$ cat src/text_console_writer_top_macros.svh
// Assertion macros shared by the text console writer RTL.
// Used inside modules that have i_clk and i_rst_n in scope; no other dependencies.
`ifndef TEXT_CONSOLE_WRITER_TOP_MACROS_SVH
`define TEXT_CONSOLE_WRITER_TOP_MACROS_SVH

// Consequent must hold in the same cycle as the antecedent.
`define TCW_ASSERT_NOW(label, ante, cons, msg) \
    label: assert property (@(posedge i_clk) disable iff (!i_rst_n) (ante) |-> (cons)) \
        else $error(msg);

// Consequent must hold in the cycle after the antecedent.
`define TCW_ASSERT_NEXT(label, ante, cons, msg) \
    label: assert property (@(posedge i_clk) disable iff (!i_rst_n) (ante) |=> (cons)) \
        else $error(msg);

`endif

$ cat src/tcw_pkg.sv
// Text console writer package: screen geometry, field widths, codes and command type.
// No dependencies.
`default_nettype none

package tcw_pkg;

    localparam int COLUMNS    = 80;
    localparam int ROWS       = 25;
    localparam int TAB_BLANKS = 4;
    localparam int CELLS      = ROWS * COLUMNS;

    localparam int COL_W  = 7;
    localparam int ROW_W  = 5;
    localparam int MEM_AW = $clog2(CELLS);
    // walk address may run a few cells past the end during a tab
    localparam int WALK_W = $clog2(CELLS + TAB_BLANKS + 1);
    localparam int CNT_W  = $clog2(TAB_BLANKS + 1);

    localparam int QDEPTH  = 2;
    localparam int QPTR_W  = $clog2(QDEPTH);
    localparam int QCNT_W  = $clog2(QDEPTH + 1);

    localparam logic [7:0] DEFAULT_ATTR_RST = 8'd15;
    localparam logic [7:0] CHAR_NEWLINE     = 8'd10;
    localparam logic [7:0] CHAR_TAB         = 8'd9;
    localparam logic [7:0] CHAR_BLANK       = 8'h20;
    localparam logic [7:0] CHAR_NULL        = 8'h00;

    localparam logic [1:0] FUNC_PUT    = 2'd0;
    localparam logic [1:0] FUNC_DELETE = 2'd1;
    localparam logic [1:0] FUNC_SETCUR = 2'd2;
    localparam logic [1:0] FUNC_READ   = 2'd3;

    typedef enum logic [2:0] {
        OP_PUT,
        OP_NEWLINE,
        OP_TAB,
        OP_DELETE,
        OP_SETCUR,
        OP_READ
    } t_op;

    typedef struct packed {
        t_op              op;
        logic [7:0]       ch;
        logic [7:0]       attr;
        logic [COL_W-1:0] col;
        logic [ROW_W-1:0] row;
    } t_cmd;

    typedef struct packed {
        logic clearing;
    } t_back_status;

endpackage

`default_nettype wire

$ cat src/tcw_front.sv
// Front end: holds the default attribute register, accepts and classifies transactions.
// Depends on tcw_pkg.
`default_nettype none

module tcw_front
    import tcw_pkg::*;
(
    input  wire logic             i_clk,
    input  wire logic             i_rst_n,
    input  wire logic             i_start,
    input  wire logic [1:0]       i_func,
    input  wire logic [7:0]       i_char_code,
    input  wire logic [7:0]       i_color,
    input  wire logic [COL_W-1:0] i_col_pos,
    input  wire logic [ROW_W-1:0] i_row_pos,
    input  wire logic             i_cfg_we,
    input  wire logic [7:0]       i_cfg_wdata,
    input  wire logic             i_q_full,
    input  wire t_back_status     i_back_status,
    output logic                  o_busy,
    output logic                  o_push,
    output t_cmd                  o_cmd
);

    logic [7:0] r_default_attr;

    always_ff @(posedge i_clk) begin
        if (!i_rst_n) begin
            r_default_attr <= DEFAULT_ATTR_RST;
        end else if (i_cfg_we) begin
            r_default_attr <= i_cfg_wdata;
        end
    end

    assign o_busy = i_q_full | i_back_status.clearing;
    assign o_push = i_start & ~o_busy;

    // coordinates saturate to the last column / row
    always_comb begin
        o_cmd      = '0;
        o_cmd.ch   = i_char_code;
        o_cmd.attr = r_default_attr;
        o_cmd.col  = (i_col_pos > COL_W'(COLUMNS - 1)) ? COL_W'(COLUMNS - 1) : i_col_pos;
        o_cmd.row  = (i_row_pos > ROW_W'(ROWS - 1)) ? ROW_W'(ROWS - 1) : i_row_pos;
        case (i_func)
            FUNC_PUT: begin
                if (i_char_code == CHAR_NEWLINE) begin
                    o_cmd.op = OP_NEWLINE;
                end else if (i_char_code == CHAR_TAB) begin
                    o_cmd.op = OP_TAB;
                end else begin
                    o_cmd.op = OP_PUT;
                    if (i_color != 8'd0) begin
                        o_cmd.attr = i_color;
                    end
                end
            end
            FUNC_DELETE: o_cmd.op = OP_DELETE;
            FUNC_SETCUR: o_cmd.op = OP_SETCUR;
            FUNC_READ:   o_cmd.op = OP_READ;
            default:     o_cmd.op = OP_READ;
        endcase
    end

endmodule

`default_nettype wire

$ cat config.mk
export PLATFORM = sky130hd
export DESIGN_NAME = tcw_front
export DESIGN_NICKNAME = d
export VERILOG_FILES = /design/src/text_console_writer_top_macros.svh /design/src/tcw_pkg.sv /design/src/tcw_front.sv
export SDC_FILE = /design/constraint.sdc
export NUM_CORES = 1
export LEC_CHECK = 0
export BUFFER_PORTS_ARGS = -buffer_cell sky130_fd_sc_hd__buf_2
export CORE_MARGIN = 3
export CORE_UTILIZATION = 34
export DETAILED_ROUTE_END_ITERATION = 8
export GPL_TIMING_DRIVEN = 0
export MAX_ROUTING_LAYER = met4
export PLACE_DENSITY = 0.85
export SYNTH_ARGS = -nofsm -noshare
export SYNTH_HDL_FRONTEND = slang
export SYNTH_SLANG_ARGS = --single-unit
$ cat constraint.sdc
create_clock -name i_clk -period 3.6 [get_ports i_clk]
set_input_delay 0.18 -clock i_clk [delete_from_list [all_inputs] [get_ports i_clk]]
set_output_delay 0.18 -clock i_clk [all_outputs]
set_load 0.03 [all_outputs]
# After elaboration in Yosys (flattened, before gate mapping)
# Cells that the tools add are included.
# op_classes
bitwise_logic	3
n_lt_le_gt_ge	2
muxes	9
n_eq_ne	5
reduce_logical	2
# op_table
operator	n
two-way mux 8 bit	4
== test 8 x 4 -> 1 bit (second input constant)	2
case mux 3 bit (4 select lines)	1
nonzero test 8 bit	1
greater-than comparator 7 bit (second input constant)	1
two-way mux 7 bit	1
greater-than comparator 5 bit (second input constant)	1
two-way mux 5 bit	1
== test 2 bit (second input constant)	2
two-way mux 2 bit	2
== test 2 x 1 -> 1 bit (second input constant)	1
logical NOT 2 bit	1
AND 1 bit	1
NOT 1 bit	1
OR 1 bit	1
# totals
wordCells	22
ff_bits	8
out_inout_bits	33

# Longest topological paths before layout
# Gate-level depths: netlist of the first run.
# logic_depth
depth_word	5
ltp_mapped	5

# Worst setup path after synthesis of the first run
# OpenSTA, ideal clock, no wires.
# synth_path
kind	input to output
start	in i_char_code[2]
end	out o_cmd[12] in the netlist's numbering
required_time_ps	3420
path_buffers	1
stages	5
arrival_time_ps	1626
setup_slack_ps	1794
cell_sequence	or4b_1 > o41a_1 > buf_6 > nand2_4 > a22o_1
# synth_lines
element	line_no	text
from (decl)	tcw_front.sv:12	input wire logic [7:0] i_char_code,
to (decl)	tcw_front.sv:22	output t_cmd o_cmd

==> results of run 1 <==
[worst reg2reg max path: cells and delay by family, from the launching register on]
| family | cells | cell delay, ns |
|---|---|---|
| flip-flops | 1 | 0.31 |
| multiplexers | 1 | 0.12 |
| AND/OR/NAND/NOR | 1 | 0.06 |
[routing by layer]
metal / global-route usage [%] / up-vias / part of all wire, %
met5: - / - / 0
met1: 20.1 / 341 / 37
met3: 4.60 / 2 / 10
met4: 9.48 / 0 / 0.60
met2: 34.2 / 44 / 53
li1: - / 405 / -
[metrics by stage]
stage | area (sq um) | hold WS, ns | worst slack, ns
3_5_place_dp | 1020 | 0.401 | 1.60
5_1_grt | 1040 | 0.166 | 1.50
6_report | 1040 | 0.150 | 1.60
4_1_cts | 1040 | 0.139 | 1.59
2_1_floorplan | 612 | 0.242 | 1.79
3_3_place_gp | 1020 | 0.394 | 1.62
[report_power, final]
group	leakage, nW	internal, mW	total, mW	switching, mW
clock	0.0138	0.0379	0.0650	0.0270
combinational	0.510	0.0575	0.141	0.0834
sequential	0.0662	0.0941	0.0970	0.00287
[kinds of logic after synthesis]
family	count (synthesis)	share of synthesized area, %
AO/OA/AOI/OAI	12	16.6
XOR/XNOR	1	1.43
buffers and inverters	16	16.0
flip-flops	8	26.2
multiplexers	8	13.1
AND/OR/NAND/NOR	29	26.8
[area by class of cell]
type,instances,area (sq um),area share [%]
Multi-Input combinational cell,50,354,34.1
Sequential cell,8,160,15.4
Clock buffer,3,22.5,2.17
Timing Repair Buffer,75,375,36.1
Inverter,2,7.51,0.722
Buffer,14,90.1,8.66
Tap cell,24,30.0,2.89
[Yosys cell counts (2+ instances only)]
| cell | number | share of area, % |
|---|---|---|
| nor2_1 | 4 | 2.5 |
| nor4_1 | 2 | 2.0 |
| nand2_1 | 6 | 3.7 |
| buf_4 | 8 | 9.8 |
| a22o_1 | 8 | 11 |
| nand2b_1 | 4 | 4.1 |
| dfxtp_1 | 8 | 26 |
| and2_1 | 3 | 3.1 |
| inv_1 | 2 | 1.2 |
| mux2i_1 | 8 | 13 |
| nor2b_1 | 6 | 6.1 |
| clkbuf_1 | 5 | 3.1 |
[worst max path at each step]
stage          cells past startpoint   endpoint  slack (ns)
3_5_place_dp                       7  o_cmd[12]        1.60
5_1_grt                            7  o_cmd[14]        1.50
6_report                           7  o_cmd[12]        1.60
2_1_floorplan                      5  o_cmd[12]        1.79
4_1_cts                            7  o_cmd[12]        1.59
3_3_place_gp                       7  o_cmd[16]        1.62
==> results.md, run 1 <==
* Buf+Inv Stages, Crit Path at 3
* Max FO, Critical Path at 9
* Slowest cell on crit path: or4b_1
* Worst vdd ir at between 0.2 and 0.25 mV
* Biggest register: r_default_attr
* I/O Pins at between 70 and 80
* Fin util at 65.2%
* Worst R2R Path Depth at 2
* Clock Path Buffers at 2
* Worst path most repeated cell: buf_2
* Worst Path Class, Setup: input pin to output pin
* Hold-fix buffers, CTS at 0
* Fillers at 158
* Vias at 792
* Setup TNS at 0 ns
* Largest net degree at the start of global routing at 10
* Insertion delay to the later sink of the worst-skew pair at 0.24 ns
* Total power at 303 uW
* Avg Cell Area, Syn at 8.27 sq um
* Total wire length at 2.00 mm
* I/O Buffers at 75
* Syn-to-layout area delta at 69.9%
* Post-route ant nets at 0
* Final setup vio count at 0
* Final Wtd Congestion at 0.751
* Largest regs: r_default_attr (8)
* Non-filler cells, final at 176
* First drt pass iteration count at 3
* Clk root buf: clkbuf_4
* TritonCTS Buffers at 3
* Max-slew violations at 0
* WHS Endpoint: r_default_attr[0]
* Hold WC Path Type: input pin to register
* Min Tclk post-route at 2.00 ns
* Clk_skew at 0 ns
* Cells after synthesis at 74
* Routed len/inst at 11.4 um
* Cell family with most CP delay: simple AND/OR/NAND/NOR gates
* Pwr Density at 291 nW/um^2
* Status: finished clean
* Vias in the first global route at 791
* FMAX at approximately 0.5 GHz
* Least-Margin Pin Slew at 0.538 ns
* Tot GR Track Use at 19.3%
* Drt drc at 0
* RSZ-0062 raised after global routing: false
* Synth Flop Type: dfxtp_1
* Leak Pwr at a little under 0.6 nW
* Setup Fix Bufs, Post-CTS at 0
* Tcrit/Tclk final at 55.7%
* H-tree Lvls at 1
* Core footprint at about 1600 sq um
* CTS Sinks at 8
* Slew margin rel. at 64.2%
* Hold path depth at 3
* Chip height at 48.4 um
* Post-synth EDFFs at 0
* Cell variety after synth at 22
* Via/cell ratio at approximately 4.5
* Cell total after placement at 173
* Initial Util at 38.4%
* Sequential share of the synthesized area at 26.2%
* FF-to-FF setup slack at around 3.0 ns
* Crit-path cells: buf_2, or4b_1, o41a_1, buf_6, nand2_4, a22o_1, buf_2
* Number of synthesized register bits at 8
* Hpwl dp at approximately 1.8 mm
* Final hold violation count at 0
* Share of cells above drive strength 1 at 59.2%
* First-pass GRT wire length at 3.63 mm
* YS warnings at 0
* Initial drt markers at 4
* Launch point of the worst path: i_char_code[2]
* Commonest non-fill, non-tap cell in the layout: buf_2
* Mapped Nets at around 120
* Crit-path max cell delay at 0.55 ns
* TritonCTS clock tree: built
* Startpoint class of the critical path: input pin
* Fin nets at 198
* Hold path start: i_cfg_wdata[0]
* Synth async-reset ratio at 0%
* Std cell rows at 14
* Die ar. at ~2300 sq um
* Max-cap violation count at 0
* Reg-to-reg endpoint: r_default_attr[7]
* Critical Path AT at 1.82 ns
* Number of flip-flops in the largest register at 8
* Type of destination of the critical path: output pin
* Commonest cells after routing, fill and taps aside: 75 x buf_2, 8 x a22o_1, 8 x mux2i_1, 8 x buf_4, 8 x dfxtp_1
* Antenna violations before repair at 0
* Overflow after GRT at 0
* Syn Std Cell Area at 612 sq um
* Worst-path clk slew at 0.05 ns
* Origin of the critical flop-to-flop path: r_default_attr[7]
* Worst path required time at 3.42 ns
* # resized after CTS at 0
* ANT cells at 0
* Die width at 48.4 um
(Power assumes the default switching activity.)
==> run 2, diff against run 1 <==
--- a/config.mk
+++ b/config.mk
@@ -7,11 +7,11 @@
 export LEC_CHECK = 0
 export BUFFER_PORTS_ARGS = -buffer_cell sky130_fd_sc_hd__buf_2
 export CORE_MARGIN = 3
-export CORE_UTILIZATION = 34
+export CORE_UTILIZATION = 31
 export DETAILED_ROUTE_END_ITERATION = 8
 export GPL_TIMING_DRIVEN = 0
 export MAX_ROUTING_LAYER = met4
-export PLACE_DENSITY = 0.85
+export PLACE_DENSITY = 0.78
 export SYNTH_ARGS = -nofsm -noshare
 export SYNTH_HDL_FRONTEND = slang
 export SYNTH_SLANG_ARGS = --single-unit
==> constraint.sdc (replaced) <==
create_clock -name i_clk -period 1.9 [get_ports i_clk]
set_input_delay 0.095 -clock i_clk [delete_from_list [all_inputs] [get_ports i_clk]]
set_output_delay 0.095 -clock i_clk [all_outputs]
set_load 0.03 [all_outputs]
==> run 2 against run 1 <==
- sequential cell count did not move
- worst hold slack got worse by 0.089 ns
- global-route usage fell by 4.6 points
- worst setup slack got worse by 1.5 ns
- die area rose by 8.5%
- via count fell by 0.51%
- sequential power rose by 90%
- register-to-register slack got worse by 1.7 ns
- critical endpoint is now o_cmd[19]
==> results.md, run 2 (same netlist as run 1, synthesis figures left out) <==
* Status: finished clean
* Hold path start: i_cfg_wdata[3]
* Leak Pwr at 0.590 nW
* First-pass GRT wire length at 2.86 mm
* Hold-fix buffers, CTS at 0
* Worst path required time at 1.80 ns
* Fin util at 57.8%
* Drt drc at 0
* Worst Path Class, Setup: input pin to output pin
* WHS Endpoint: r_default_attr[3]
* Largest net degree at the start of global routing at 10
* CTS Sinks at 8
* H-tree Lvls at 1
* TritonCTS Buffers at 3
* Clk root buf: clkbuf_4
* Tot GR Track Use at between 10% and 20%
* Buf+Inv Stages, Crit Path at 3
* FMAX at 0.551 GHz
* Worst R2R Path Depth at 2
* Share of cells above drive strength 1 at 59.2%
* Chip height at between 50 and 60 um
* Final setup vio count at 0
* Post-route ant nets at 0
* Max FO, Critical Path at 9
* ANT cells at 0
* RSZ-0062 raised after global routing: false
* Routed len/inst at slightly above 10 um
* Setup TNS at 0 ns
* Fillers at 185
* Vias at approximately 800
* Clock Path Buffers at 2
* Placed Area at between 1000 and 1500 sq um
* Slowest cell on crit path: or4b_1
* Tcrit/Tclk final at 95.5%
* Hold WC Path Type: input pin to register
* Worst-path clk slew at approximately 0.05 ns
* Die width at about 50 um
* Worst setup margin at 0.0864 ns
* Die ar. at 2540 sq um
* Final Wtd Congestion at a little over 0.7
* Total power at 575 uW
* # resized after CTS at 0
* Initial Util at 34.0%
* Total wire length at approximately 1.8 mm
* Origin of the critical flop-to-flop path: r_default_attr[2]
* Multi-input logic area at 354 sq um
* Min Tclk post-route at 1.81 ns
* Vias in the first global route at 704
* First drt pass iteration count at 4
* Least-Margin Pin Slew at 0.537 ns
* Critical Path AT at 1.72 ns
* I/O Buffers at 75
* FF-to-FF setup slack at around 1.3 ns
* Max-cap violation count at 0
* Final Instance Area at 1040 sq um
* Std cell rows at 15
* Clk_skew at 0 ns
* Hold path depth at 3
* Crit-path cells: buf_2, or4b_1, o41a_1, buf_6, nand2_4, a22o_1, buf_2
* Seq. cell area at around 160 sq um
* Via/cell ratio at 4.45
* Commonest cells after routing, fill and taps aside: 75 x buf_2, 8 x a22o_1, 8 x mux2i_1, 8 x buf_4, 8 x dfxtp_1
* Core footprint at 1800 sq um
* Initial drt markers at 2
* Insertion delay to the later sink of the worst-skew pair at 0.25 ns
* Biggest register: r_default_attr
* Crit-path max cell delay at 0.53 ns
* Number of flip-flops in the largest register at 8
* TritonCTS clock tree: built
* Setup Fix Bufs, Post-CTS at 0
* Final hold violation count at 0
* Type of destination of the critical path: output pin
* Syn-to-layout area delta at 70.1%
* Worst path most repeated cell: buf_2
* Startpoint class of the critical path: input pin
* Antenna violations before repair at 0
* Overflow after GRT at 0
* Reg-to-reg endpoint: r_default_attr[2]
* Largest regs: r_default_attr (8)
* Worst vdd ir at 0.516 mV
* Commonest non-fill, non-tap cell in the layout: buf_2
* Max-slew violations at 0
* Pre-CTS WS at 0.0882 ns
* Slew margin rel. at about 64%
* I/O Pins at 77
* Pwr Density at 553 nW/um^2
* Cell family with most CP delay: simple AND/OR/NAND/NOR gates
* Fin nets at 198
* Hpwl dp at 1.66 mm
run 2: cell counts in the layout (fill, tap and decap cells not counted):
Identical to the previous run, type by type.
run 2: final cells by class:
| cell class | instances | share of cell area (%) |
|---|---|---|
| multi-input combinational | 50 | 34.0 |
| sequential | 8 | 15.4 |
| buffer | 14 | 8.65 |
| timing repair buffer | 75 | 36.1 |
| clock buffer | 3 | 2.16 |
| tap | 25 | 3.00 |
| inverter | 2 | 0.721 |
run 2: worst max-delay path by stage:
| stage | slack (ns) | cells past startpoint | to | from |
|---|---|---|---|---|
| final | 0.09 | 7 | o_cmd[19] | i_char_code[2] |
| after global placement | 0.08 | 7 | o_cmd[18] | i_char_code[2] |
| after global routing | 0.02 | 7 | o_cmd[18] | i_char_code[2] |
| after detailed placement | 0.09 | 7 | o_cmd[18] | i_char_code[2] |
| after CTS | 0.08 | 7 | o_cmd[18] | i_char_code[2] |
| after floorplan | 0.26 | 5 | o_cmd[12] | i_char_code[2] |
run 2: where the power goes:
part           internal [mW]  switching (mW)
Clock                 0.0720          0.0538
Combinational          0.109           0.156
Sequential             0.178         0.00577
Total                  0.359           0.216
run 2: layer usage:
layer / wire length (um) / GRT usage, % / vias up / share of wire (%)
met1: 605 / 13.3 / 335 / 33
li1: - / - / 404 / -
met5: 0 / - / - / 0
met4: 29 / 8.07 / 0 / 1.6
met2: 965 / 28.3 / 46 / 53
met3: 222 / 2.97 / 3 / 12
run 2: worst reg2reg max path: stages (launching register included):
cell	delay (ns)
dfxtp_1	0.32
mux2i_1	0.12
nand2_1	0.07
run 2: through the flow:
step	hold WS [ns]	std cells
3_5_place_dp	0.318	174
2_1_floorplan	0.157	74
6_report	0.0607	177
3_3_place_gp	0.311	174
5_1_grt	0.0767	177
4_1_cts	0.0545	177
