### config.mk
export PLATFORM = sky130hd
export DESIGN_NAME = tcw_cmd_queue
export DESIGN_NICKNAME = d
export VERILOG_FILES = /design/src/text_console_writer_top_macros.svh /design/src/tcw_pkg.sv /design/src/tcw_cmd_queue.sv
export SDC_FILE = /design/constraint.sdc
export NUM_CORES = 1
export LEC_CHECK = 0
export ABC_AREA = 1
export BUFFER_PORTS_ARGS = -buffer_cell sky130_fd_sc_hd__buf_2
export CORE_ASPECT_RATIO = 1.2
export CORE_UTILIZATION = 46
export DETAILED_ROUTE_END_ITERATION = 8
export GPL_TIMING_DRIVEN = 0
export PLACE_DENSITY = 0.74
export SETUP_SLACK_MARGIN = 0.1
export SYNTH_ARGS = -nofsm -noshare
export SYNTH_HDL_FRONTEND = slang
export SYNTH_SLANG_ARGS = --single-unit
### constraint.sdc
create_clock -name i_clk -period 2.35 [get_ports i_clk]
set_input_delay 0.1175 -clock i_clk [delete_from_list [all_inputs] [get_ports i_clk]]
set_output_delay 0.1175 -clock i_clk [all_outputs]
set_load 0.1 [all_outputs]
### src/text_console_writer_top_macros.svh
// Assertion macros shared by the text console writer RTL.
// Used inside modules that have i_clk and i_rst_n in scope; no other dependencies.
`ifndef TEXT_CONSOLE_WRITER_TOP_MACROS_SVH
`define TEXT_CONSOLE_WRITER_TOP_MACROS_SVH

// Consequent must hold in the same cycle as the antecedent.
`define TCW_ASSERT_NOW(label, ante, cons, msg) \
    label: assert property (@(posedge i_clk) disable iff (!i_rst_n) (ante) |-> (cons)) \
        else $error(msg);

// Consequent must hold in the cycle after the antecedent.
`define TCW_ASSERT_NEXT(label, ante, cons, msg) \
    label: assert property (@(posedge i_clk) disable iff (!i_rst_n) (ante) |=> (cons)) \
        else $error(msg);

`endif

### src/tcw_pkg.sv
// Text console writer package: screen geometry, field widths, codes and command type.
// No dependencies.
`default_nettype none

package tcw_pkg;

    localparam int COLUMNS    = 80;
    localparam int ROWS       = 25;
    localparam int TAB_BLANKS = 4;
    localparam int CELLS      = ROWS * COLUMNS;

    localparam int COL_W  = 7;
    localparam int ROW_W  = 5;
    localparam int MEM_AW = $clog2(CELLS);
    // walk address may run a few cells past the end during a tab
    localparam int WALK_W = $clog2(CELLS + TAB_BLANKS + 1);
    localparam int CNT_W  = $clog2(TAB_BLANKS + 1);

    localparam int QDEPTH  = 2;
    localparam int QPTR_W  = $clog2(QDEPTH);
    localparam int QCNT_W  = $clog2(QDEPTH + 1);

    localparam logic [7:0] DEFAULT_ATTR_RST = 8'd15;
    localparam logic [7:0] CHAR_NEWLINE     = 8'd10;
    localparam logic [7:0] CHAR_TAB         = 8'd9;
    localparam logic [7:0] CHAR_BLANK       = 8'h20;
    localparam logic [7:0] CHAR_NULL        = 8'h00;

    localparam logic [1:0] FUNC_PUT    = 2'd0;
    localparam logic [1:0] FUNC_DELETE = 2'd1;
    localparam logic [1:0] FUNC_SETCUR = 2'd2;
    localparam logic [1:0] FUNC_READ   = 2'd3;

    typedef enum logic [2:0] {
        OP_PUT,
        OP_NEWLINE,
        OP_TAB,
        OP_DELETE,
        OP_SETCUR,
        OP_READ
    } t_op;

    typedef struct packed {
        t_op              op;
        logic [7:0]       ch;
        logic [7:0]       attr;
        logic [COL_W-1:0] col;
        logic [ROW_W-1:0] row;
    } t_cmd;

    typedef struct packed {
        logic clearing;
    } t_back_status;

endpackage

`default_nettype wire

### src/tcw_cmd_queue.sv
// Short command queue between front and back end.
// Depends on tcw_pkg.
`default_nettype none

module tcw_cmd_queue
    import tcw_pkg::*;
(
    input  wire logic i_clk,
    input  wire logic i_rst_n,
    input  wire logic i_push,
    input  wire t_cmd i_cmd,
    input  wire logic i_pop,
    output logic      o_valid,
    output logic      o_full,
    output t_cmd      o_cmd
);

    t_cmd              r_entry [QDEPTH];
    logic [QPTR_W-1:0] r_wr_ptr;
    logic [QPTR_W-1:0] r_rd_ptr;
    logic [QCNT_W-1:0] r_count;

    logic do_push;
    logic do_pop;

    assign o_valid = (r_count != '0);
    assign o_full  = (r_count == QCNT_W'(QDEPTH));
    assign o_cmd   = r_entry[r_rd_ptr];
    assign do_push = i_push & ~o_full;
    assign do_pop  = i_pop & o_valid;

    always_ff @(posedge i_clk) begin
        if (do_push) begin
            r_entry[r_wr_ptr] <= i_cmd;
        end
    end

    always_ff @(posedge i_clk) begin
        if (!i_rst_n) begin
            r_wr_ptr <= '0;
            r_rd_ptr <= '0;
            r_count  <= '0;
        end else begin
            if (do_push) begin
                r_wr_ptr <= r_wr_ptr + QPTR_W'(1);
            end
            if (do_pop) begin
                r_rd_ptr <= r_rd_ptr + QPTR_W'(1);
            end
            case ({do_push, do_pop})
                2'b10:   r_count <= r_count + QCNT_W'(1);
                2'b01:   r_count <= r_count - QCNT_W'(1);
                default: r_count <= r_count;
            endcase
        end
    end

endmodule

`default_nettype wire

## Word-level counts from Yosys, hierarchy flattened

Memory sizes are Yosys's and may differ from the RTL's. A register that Yosys moved wholly into a read port is not among the register bits.
Cells that the tools add are included.

| word-level totals | value |
|---|---|
| memories kept | 1 |
| RAM bits | 62 |
| flip-flop bits (word level) | 4 |
| output and inout bits | 33 |

| operators by class | value |
|---|---|
| add/subtract/negate cells | 4 |
| eq/ne operators | 3 |
| reductions and logical operators | 2 |
| bitwise gates (word level) | 3 |
| mux-type cells | 5 |

Memory list:

| name | words | bits a word | read ports | clocked after memory_dff | write ports | RTL line | RTL |
|---|---|---|---|---|---|---|---|
| r_entry | 2 | 31 | 1 | 1 | 1 | tcw_cmd_queue.sv:18 | `t_cmd r_entry [QDEPTH];` |

Operators with widths:

| kind | number |
|---|---|
| 2-bit equality test (second input constant) | 2 |
| 1-bit two-way mux | 4 |
| 2-bit case mux with 2 select lines | 1 |
| 2-bit nonzero test | 2 |
| 1-bit adder (second input constant) | 2 |
| 2-bit by 1-bit adder with 2-bit output (second input constant) | 1 |
| 1-bit bitwise AND | 2 |
| 2-bit by 1-bit equality test with 1-bit output (second input constant) | 1 |
| 2-bit by 1-bit subtractor with 2-bit output (second input constant) | 1 |
| 1-bit inverter | 1 |

## Longest topological paths before layout

Gate-level depths: netlist (run 1).

| depth | value |
|---|---|
| depth in word-level cells | 5 |
| mapped depth | 10 |
| mapped depth without buffers | 10 |

## Least setup slack after synthesis (run 1)

No wires, ideal clock.

| timing path | value |
|---|---|
| path type | register to register |
| start point | register r_count[0] |
| end point | memory r_entry[0][0] (netlist bit), enable pin |
| cell stages (with the launch flop) | 5 |
| path slack | -0.243 ns |
| required time | 1.931 ns |
| setup time | 0.419 ns |
| arrival time | 2.174 ns |
| path through | dfxtp_1 > nor2_2 > nor2_2 > inv_1 > nor2_1 |

| between the ends | value |
|---|---|
| longest elaborated chain between the ends | 5 |

Ends and longest elaborated chain:

| what | RTL line | RTL |
|---|---|---|
| start, declared | tcw_cmd_queue.sv:21 | `logic [QCNT_W-1:0] r_count;` |
| start signal, assigned | tcw_cmd_queue.sv:51 | `2'b10: r_count <= r_count + QCNT_W'(1);` |
| start signal, assigned | tcw_cmd_queue.sv:52 | `2'b01: r_count <= r_count - QCNT_W'(1);` |
| start signal, assigned | tcw_cmd_queue.sv:53 | `default: r_count <= r_count;` |
| 2-bit equality test | tcw_cmd_queue.sv:27 | `assign o_full = (r_count == QCNT_W'(QDEPTH));` |
| via o_full | tcw_cmd_queue.sv:14 | `output logic o_full,` |
| 1-bit inverter | tcw_cmd_queue.sv:29 | `assign do_push = i_push & ~o_full;` |
| 1-bit bitwise AND | tcw_cmd_queue.sv:29 |  |
| 1-bit two-way mux | tcw_cmd_queue.sv:33 | `if (do_push) begin` |
| 1-bit two-way mux (implied by the code) | tcw_cmd_queue.sv:34 | `r_entry[r_wr_ptr] <= i_cmd;` |
| end, declared | tcw_cmd_queue.sv:18 |  |

The timed path passes the listed nets, and every way through them passes these cells.

## Worst setup path after layout (run 1)

| timing path | value |
|---|---|
| start point | register r_count[0] |
| end point | memory r_entry[1][6] (netlist bit), enable pin |

| between the ends | value |
|---|---|
| longest elaborated chain between the ends | 5 |

Ends and longest elaborated chain:

| what | RTL line |
|---|---|
| 2-bit equality test | tcw_cmd_queue.sv:27 |
| 1-bit inverter | tcw_cmd_queue.sv:29 |
| 1-bit bitwise AND | tcw_cmd_queue.sv:29 |
| 1-bit two-way mux | tcw_cmd_queue.sv:33 |
| 1-bit two-way mux (implied by the code) | tcw_cmd_queue.sv:34 |

Every way passes these cells.

==> results.md, run 1 <==
* Number of global-route vias before repair at 1,507
* Avg Vias per Cell at 4.71
* Initial antenna violation count at 0
* RSZ-0062 raised after global routing: no
* CP Class: reg2reg
* Global route overflow at 0
* Post-Syn Instances at 134
* Diode count at 0
* WL/cell at 14.5 µm
* Period utilisation layout at 83.4%
* Slew at the pin with the worst max-slew slack at 1220 ps
* DR vias at 1,455
* Post-place setup slack at 340 ps
* Commonest cells post-synth: 62 x edfxtp_1, 31 x mux2_2, 10 x nor2_1
* Class of the worst hold path: in2reg
* CTS sink count at 67
* CP max FO at 31
* Slew HR at 18.6%
* CP max stage delay at 870 ps
* Share of layout cells above drive strength 1 at 47.0%
* Worst Clk Skew at 6.49 ps
* Max frequency at 510 MHz
* Max-cap viol count at 0
* Synthesized cell area at 0.00249 mm²
* Fin. Hold Viols at 0
* EDFF count, synth at 62
* Die width at 69.2 µm
* Shortest period the worst path allows at 1960 ps
* Crit path cell chain: nor2_2, nor2_2, nand2_1, inv_1
* First-pass GRT wire length at 6560 µm
* IO Count at 68
* Crit path DAT at 1900 ps
* Lkg Pwr at 0.00132 µW
* Post-synthesis sequential area ratio at 78.7%
* Final wirelength at 4470 µm
* Post-DP HPWL at 2680 µm
* Global placer's final weighted congestion at 0.739
* Top post-synthesis cells by area: edfxtp_1 75%, mux2_2 14%, dfxtp_1 4.0%
* Largest net degree at the start of global routing at 32
* VDD IR max at 0.726 mV
* CP max-delay cell: inv_1
* Cell Rows at 29
* Ys flop type: edfxtp_1
* Final Worst Setup Slack at 391 ps
* Antenna viol nets, final at 0
* PD cells at 1120 mW/mm²
* Nets@finish at 279
* CP delay by family, top: buffers and inverters
* Clock latency on the worst-skew pair at 330 ps
* Largest area contributor in the netlist: edfxtp_1
* Die H at 82.6 µm
* Core ar. at 0.00526 mm²
* Post-synthesis cell type count at 14
* CP most frequent cell: nor2_2
* Synth Warn # at 0
* First-pass DRT Iterations at 4
* Yosys reg bits at 67
* Setup Viol. Count Final at 0
* Cell area after layout at 0.00337 mm²
* Outcome: completed
* Setup TNS at 0 ps
* CP Launch Type: flop
* Worst-path clk slew at 60 ps
* Post-synth ARST share at 0%
* Synthesized Nets at 170
* Crit path buf inv count at 1
* CTS root buf: clkbuf_8
* Most numerous cell in the Yosys netlist: edfxtp_1
* Final max-slew violation count at 0
* Port buffer count at 67
* DIE AREA at 0.00572 mm²
* Crit path capture type: flop
* Initial core utilization at 47.4%
* Flop2flop setup slack at 390 ps
* Number of remaining DRC errors at 0
* Placement Cell Area at 0.00291 mm²
* CTS H-tree lvls at 3
* CTS buffer count at 9
* Longest Clk Path Bufs at 2
* Worst EP required at 2290 ps
* Mapped Avg Cell Area at 18.6 µm²
* CTS tree: yes
* Post-synth top area share at 74.7%
* # Post-CTS Setup Buffers at 0
* Final Power at 3780 µW
* Number of DRC markers in iteration 0 at 47
* Area Overhead vs Synth at 35.3%
* GRT Overall Usage at 15.8%
-- worst paths after layout --
check,cells past startpoint,end,startpoint
worst max-delay path,4,r_entry[1][6],r_count[0]
worst min-delay path,3,r_count[1],i_rst_n
worst min register to register,2,flop,r_rd_ptr
worst max register to register,4,r_entry[1][6],r_count[0]
-- final cells by class --
| class | instances | area [µm²] |
|---|---|---|
| clock inverters | 4 | 18.8 |
| plain buffers | 3 | 33.8 |
| clock buffers | 11 | 131 |
| well taps | 62 | 77.6 |
| flip-flops and latches | 67 | 1960 |
| inverters | 7 | 26.3 |
| multi-input cells | 57 | 478 |
| repair buffers | 98 | 646 |
| fillers | 399 | 1890 |
-- layout by cell type, fill, tap and decap left out --
cell and count:
buf_2 67, edfxtp_1 62, mux2_2 31, dlygate4sd3_1 31, nor2_1 9, clkbuf_8 9
nand2_1 8, inv_1 7, dfxtp_1 5, buf_6 3, clkinv_2 3, nor2_2 2
clkbuf_1 2, o21a_1 1, nand3_1 1, nor2_4 1, o21ai_0 1, a21oi_1 1
nand4_1 1, ha_1 1, clkinv_1 1
-- tightest hold or removal path, delay by kind of cell --
kind	cells	cell delay [ps]
and+or+nand+nor	2	90
buffers and inverters	1	120
-- registers in the layout, indices dropped and copies added, names as in the netlist, named ones only --
signal / count
r_rd_ptr: 1
r_wr_ptr: 1
r_count: 2
r_entry: 62
-- power breakdown --
| group | switching (µW) | total, µW | internal (µW) |
|---|---|---|---|
| Clock | 386 | 754 | 368 |
| Sequential | 47.1 | 1510 | 1460 |
| Combinational | 1210 | 1520 | 312 |
-- metal layers --
metal  vias to the layer above  global-route usage, %  share of wire [%]
met1                       688                   15.4                 38
met4                         0                   11.0               0.98
met2                        45                   29.8                 56
met5                         -                      0                  0
met3                         5                   3.64                4.5
li1                        717                      -                  -
-- kinds of logic after synthesis --
group	share of synthesized area [%]
muxes	14.0
adders and majority gates	0.502
and+or+nand+nor	3.66
DFF	78.7
AOI/OAI and AO/OA	0.703
buffers and inverters	2.41
-- stage by stage --
step | instances | hold WS, ps | utilization (%)
after floorplan | 134 | 216 | -
after global placement | 263 | 305 | 55.3
after detailed placement | 263 | 311 | 55.4
after CTS | 309 | 33.2 | 64.1
after global routing | 309 | 54.5 | 64.1
final | 309 | 47.5 | 64.1
-- repair_timing --
action                                 CTS  global route
hold buffers                            31             0
endpoints found under the hold margin   62             0
gates resized for setup                  0             0
(Power assumes the default switching activity.)
==> run 2: changes to the inputs <==
- clock period: 2.35 -> 1.62 ns (I/O delays scaled with it)
==> run 2 against run 1 <==
Sequential share of layout area shrank 5.0 points. Clock power increased by 64%. Total power increased by 59%. Core utilization grew 6.2 points. Final cell count rose by 1.9%. Hold slack better by 22 ps. Sequential power grew 46%. Critical path depth is 1 lower. Sequential cell count unchanged. Via count rose by 7.1%. Critical path type is now reg2out. Highest routed layer unchanged.
==> results.md, run 2 (synthesis results as in run 1) <==
* Largest regs: r_entry x62, r_count x2 (unchanged)
* Cell Rows at 29 (unchanged)
* Initial core utilization at 47.4% (unchanged)
* CP max-delay cell: dfxtp_4 (was inv_1)
* Setup TNS at 0 ps (unchanged)
* IO Count at 68 (unchanged)
* Final Worst Setup Slack at 116 ps (was 391 ps)
* Max-cap viol count at 0 (unchanged)
* Placed cells at 263 (unchanged)
* CTS root buf: clkbuf_8 (unchanged)
* Core ar. at 0.00526 mm² (unchanged)
* Lkg Pwr at 0.00142 µW (was 0.00132 µW)
* Number of DRC markers in iteration 0 at 48 (was 47)
* Final max-slew violation count at 0 (unchanged)
* Post-place setup slack at -343 ps (was 340 ps)
* Final Power at 6000 µW (was 3780 µW)
* Max frequency at 665 MHz
* DR vias at 1,559 (was 1,455)
* Setup Viol. Count Final at 0 (unchanged)
* WL/cell at 15.9 µm (was 14.5 µm)
* RSZ-0062 raised after global routing: yes (was no)
* Number of global-route vias before repair at 1,655 (was 1,507)
* Nets@finish at 285 (was 279)
* Area Overhead vs Synth at 48.4% (was 35.3%)
* Non-Filler Instances at 315 (was 309)
* Most frequent cells in the layout: 62 x edfxtp_1, 37 x buf_2, 32 x dlygate4sd3_1 (was 67 x buf_2, 62 x edfxtp_1, 31 x mux2_2, 31 x dlygate4sd3_1)
* CTS H-tree lvls at 3 (unchanged)
* Worst-path clk slew at 60 ps (about the same)
* CTS buffer count at 9 (unchanged)
* CTS sink count at 67 (unchanged)
* PD cells at 1620 mW/mm² (was 1120 mW/mm²)
* Most flops, register: r_entry (unchanged)
* Largest net degree at the start of global routing at 17 (was 32)
* Slew at the pin with the worst max-slew slack at 527 ps (was 1220 ps)
* CP Class: reg2out (was reg2reg)
* Longest Clk Path Bufs at 2 (unchanged)
* First-pass GRT wire length at 7640 µm (was 6560 µm)
* Crit path cell chain: buf_8, mux2_2, buf_8 (was nor2_2, nor2_2, nand2_1, inv_1)
* Worst Clk Skew at 10.2 ps (was 6.49 ps)
* Worst EP required at 1540 ps (was 2290 ps)
* Period utilisation layout at 92.9%
* CP delay by family, top: flip-flops (was buffers and inverters)
* Initial antenna violation count at 0 (unchanged)
* CP max FO at 10 (was 31)
* Crit path DAT at 1420 ps (was 1900 ps)
* Die H at 82.6 µm (unchanged)
* Most common cell after layout, fill and taps aside: edfxtp_1 (was buf_2)
* CP most frequent cell: buf_8 (was nor2_2)
* Diode count at 0 (unchanged)
* Die width at 69.2 µm (unchanged)
* Fin. Hold Viols at 0 (unchanged)
* CP max stage delay at 390 ps (was 870 ps)
* First-pass DRT Iterations at 4 (unchanged)
* Class of the worst hold path: in2reg (unchanged)
* VDD IR max at 1.22 mV (was 0.726 mV)
* GRT Overall Usage at 18.5% (was 15.8%)
* Clock latency on the worst-skew pair at 340 ps (was 330 ps)
* Antenna viol nets, final at 0 (unchanged)
* Avg Vias per Cell at 4.95 (was 4.71)
* CP Launch Type: flop (unchanged)
* DIE AREA at 0.00572 mm² (unchanged)
* Global placer's final weighted congestion at 0.710 (was 0.739)
* Max FFs per register at 62 (unchanged)
* Final wirelength at 5010 µm (was 4470 µm)
* Crit path buf inv count at 2 (was 1)
* CTS tree: yes (unchanged)
* Shortest period the worst path allows at 1500 ps
* Crit path capture type: output pin (was flop)
* Post-DP HPWL at 2790 µm (was 2680 µm)
* Port buffer count at 67 (unchanged)
* Outcome: completed (unchanged)
* Share of layout cells above drive strength 1 at 50.6% (was 47.0%)
* Global route overflow at 0 (unchanged)
* Number of remaining DRC errors at 0 (unchanged)
* Slew HR at 64.8% (was 18.6%)
run 2: cell count changes in the layout (fill, tap and decap cells not counted), moves of 2 or more:
cell	delta
inv_1	-4
clkinvlp_4	+2
dfxtp_1	-3
dfxtp_2	+2
clkinv_2	-2
nor2_2	-2
buf_6	+25
buf_4	+2
buf_8	+5
inv_2	+3
buf_2	-30
nor2_4	+3
run 2: where the power goes:
part,leakage [µW],total [µW],internal [µW],switching (µW)
Sequential,0.000622,2210,2120,85.1
Combinational,0.000708,2560,718,1840
Clock,0.0000882,1240,690,549
run 2: layer usage:
layer,wire (µm),global-route usage [%]
met5,0,0
met4,123,11.2
met3,170,4.25
met2,2870,36.0
met1,1840,18.0
run 2: worst paths after layout:
check              from        endpoint  slack (ps)  cells past startpoint
min reg2reg    r_rd_ptr        r_rd_ptr         510                      2
max reg2reg  r_count[0]  r_entry[0][20]         180                      4
min               i_pop        r_rd_ptr          70                      4
max                flop       o_cmd[29]         120                      3
run 2: cell type report:
| type | instances | area [µm²] |
|---|---|---|
| multi-input cells | 58 | 512 |
| fillers | 342 | 1560 |
| clock inverters | 4 | 42.5 |
| clock buffers | 11 | 131 |
| plain buffers | 3 | 45.0 |
| inverters | 7 | 30.0 |
| flip-flops and latches | 67 | 1970 |
| repair inverters | 1 | 7.51 |
| well taps | 62 | 77.6 |
| repair buffers | 102 | 886 |
run 2: per-stage QoR:
step / cell area (µm²) / utilization [%] / hold slack [ps]
after floorplan: 2520 / - / 180
after global placement: 2940 / 55.8 / 268
after detailed placement: 2940 / 55.8 / 272
after CTS: 3660 / 69.7 / 56.9
after global routing: 3700 / 70.3 / 113
final: 3700 / 70.3 / 69.5
run 2: tightest hold or removal path: stages:
cell     delay, ps
buf_2           90
nand3_1         70
nand2_1         80
nor2_1          40
run 2: what timing repair did:
action,CTS,global route
pin swaps,1,0
hold buffers,32,0
endpoints found under the hold margin,64,0
setup endpoints to repair,93,41
cloned,2,0
setup buffers,2,1
resized for setup,66,4
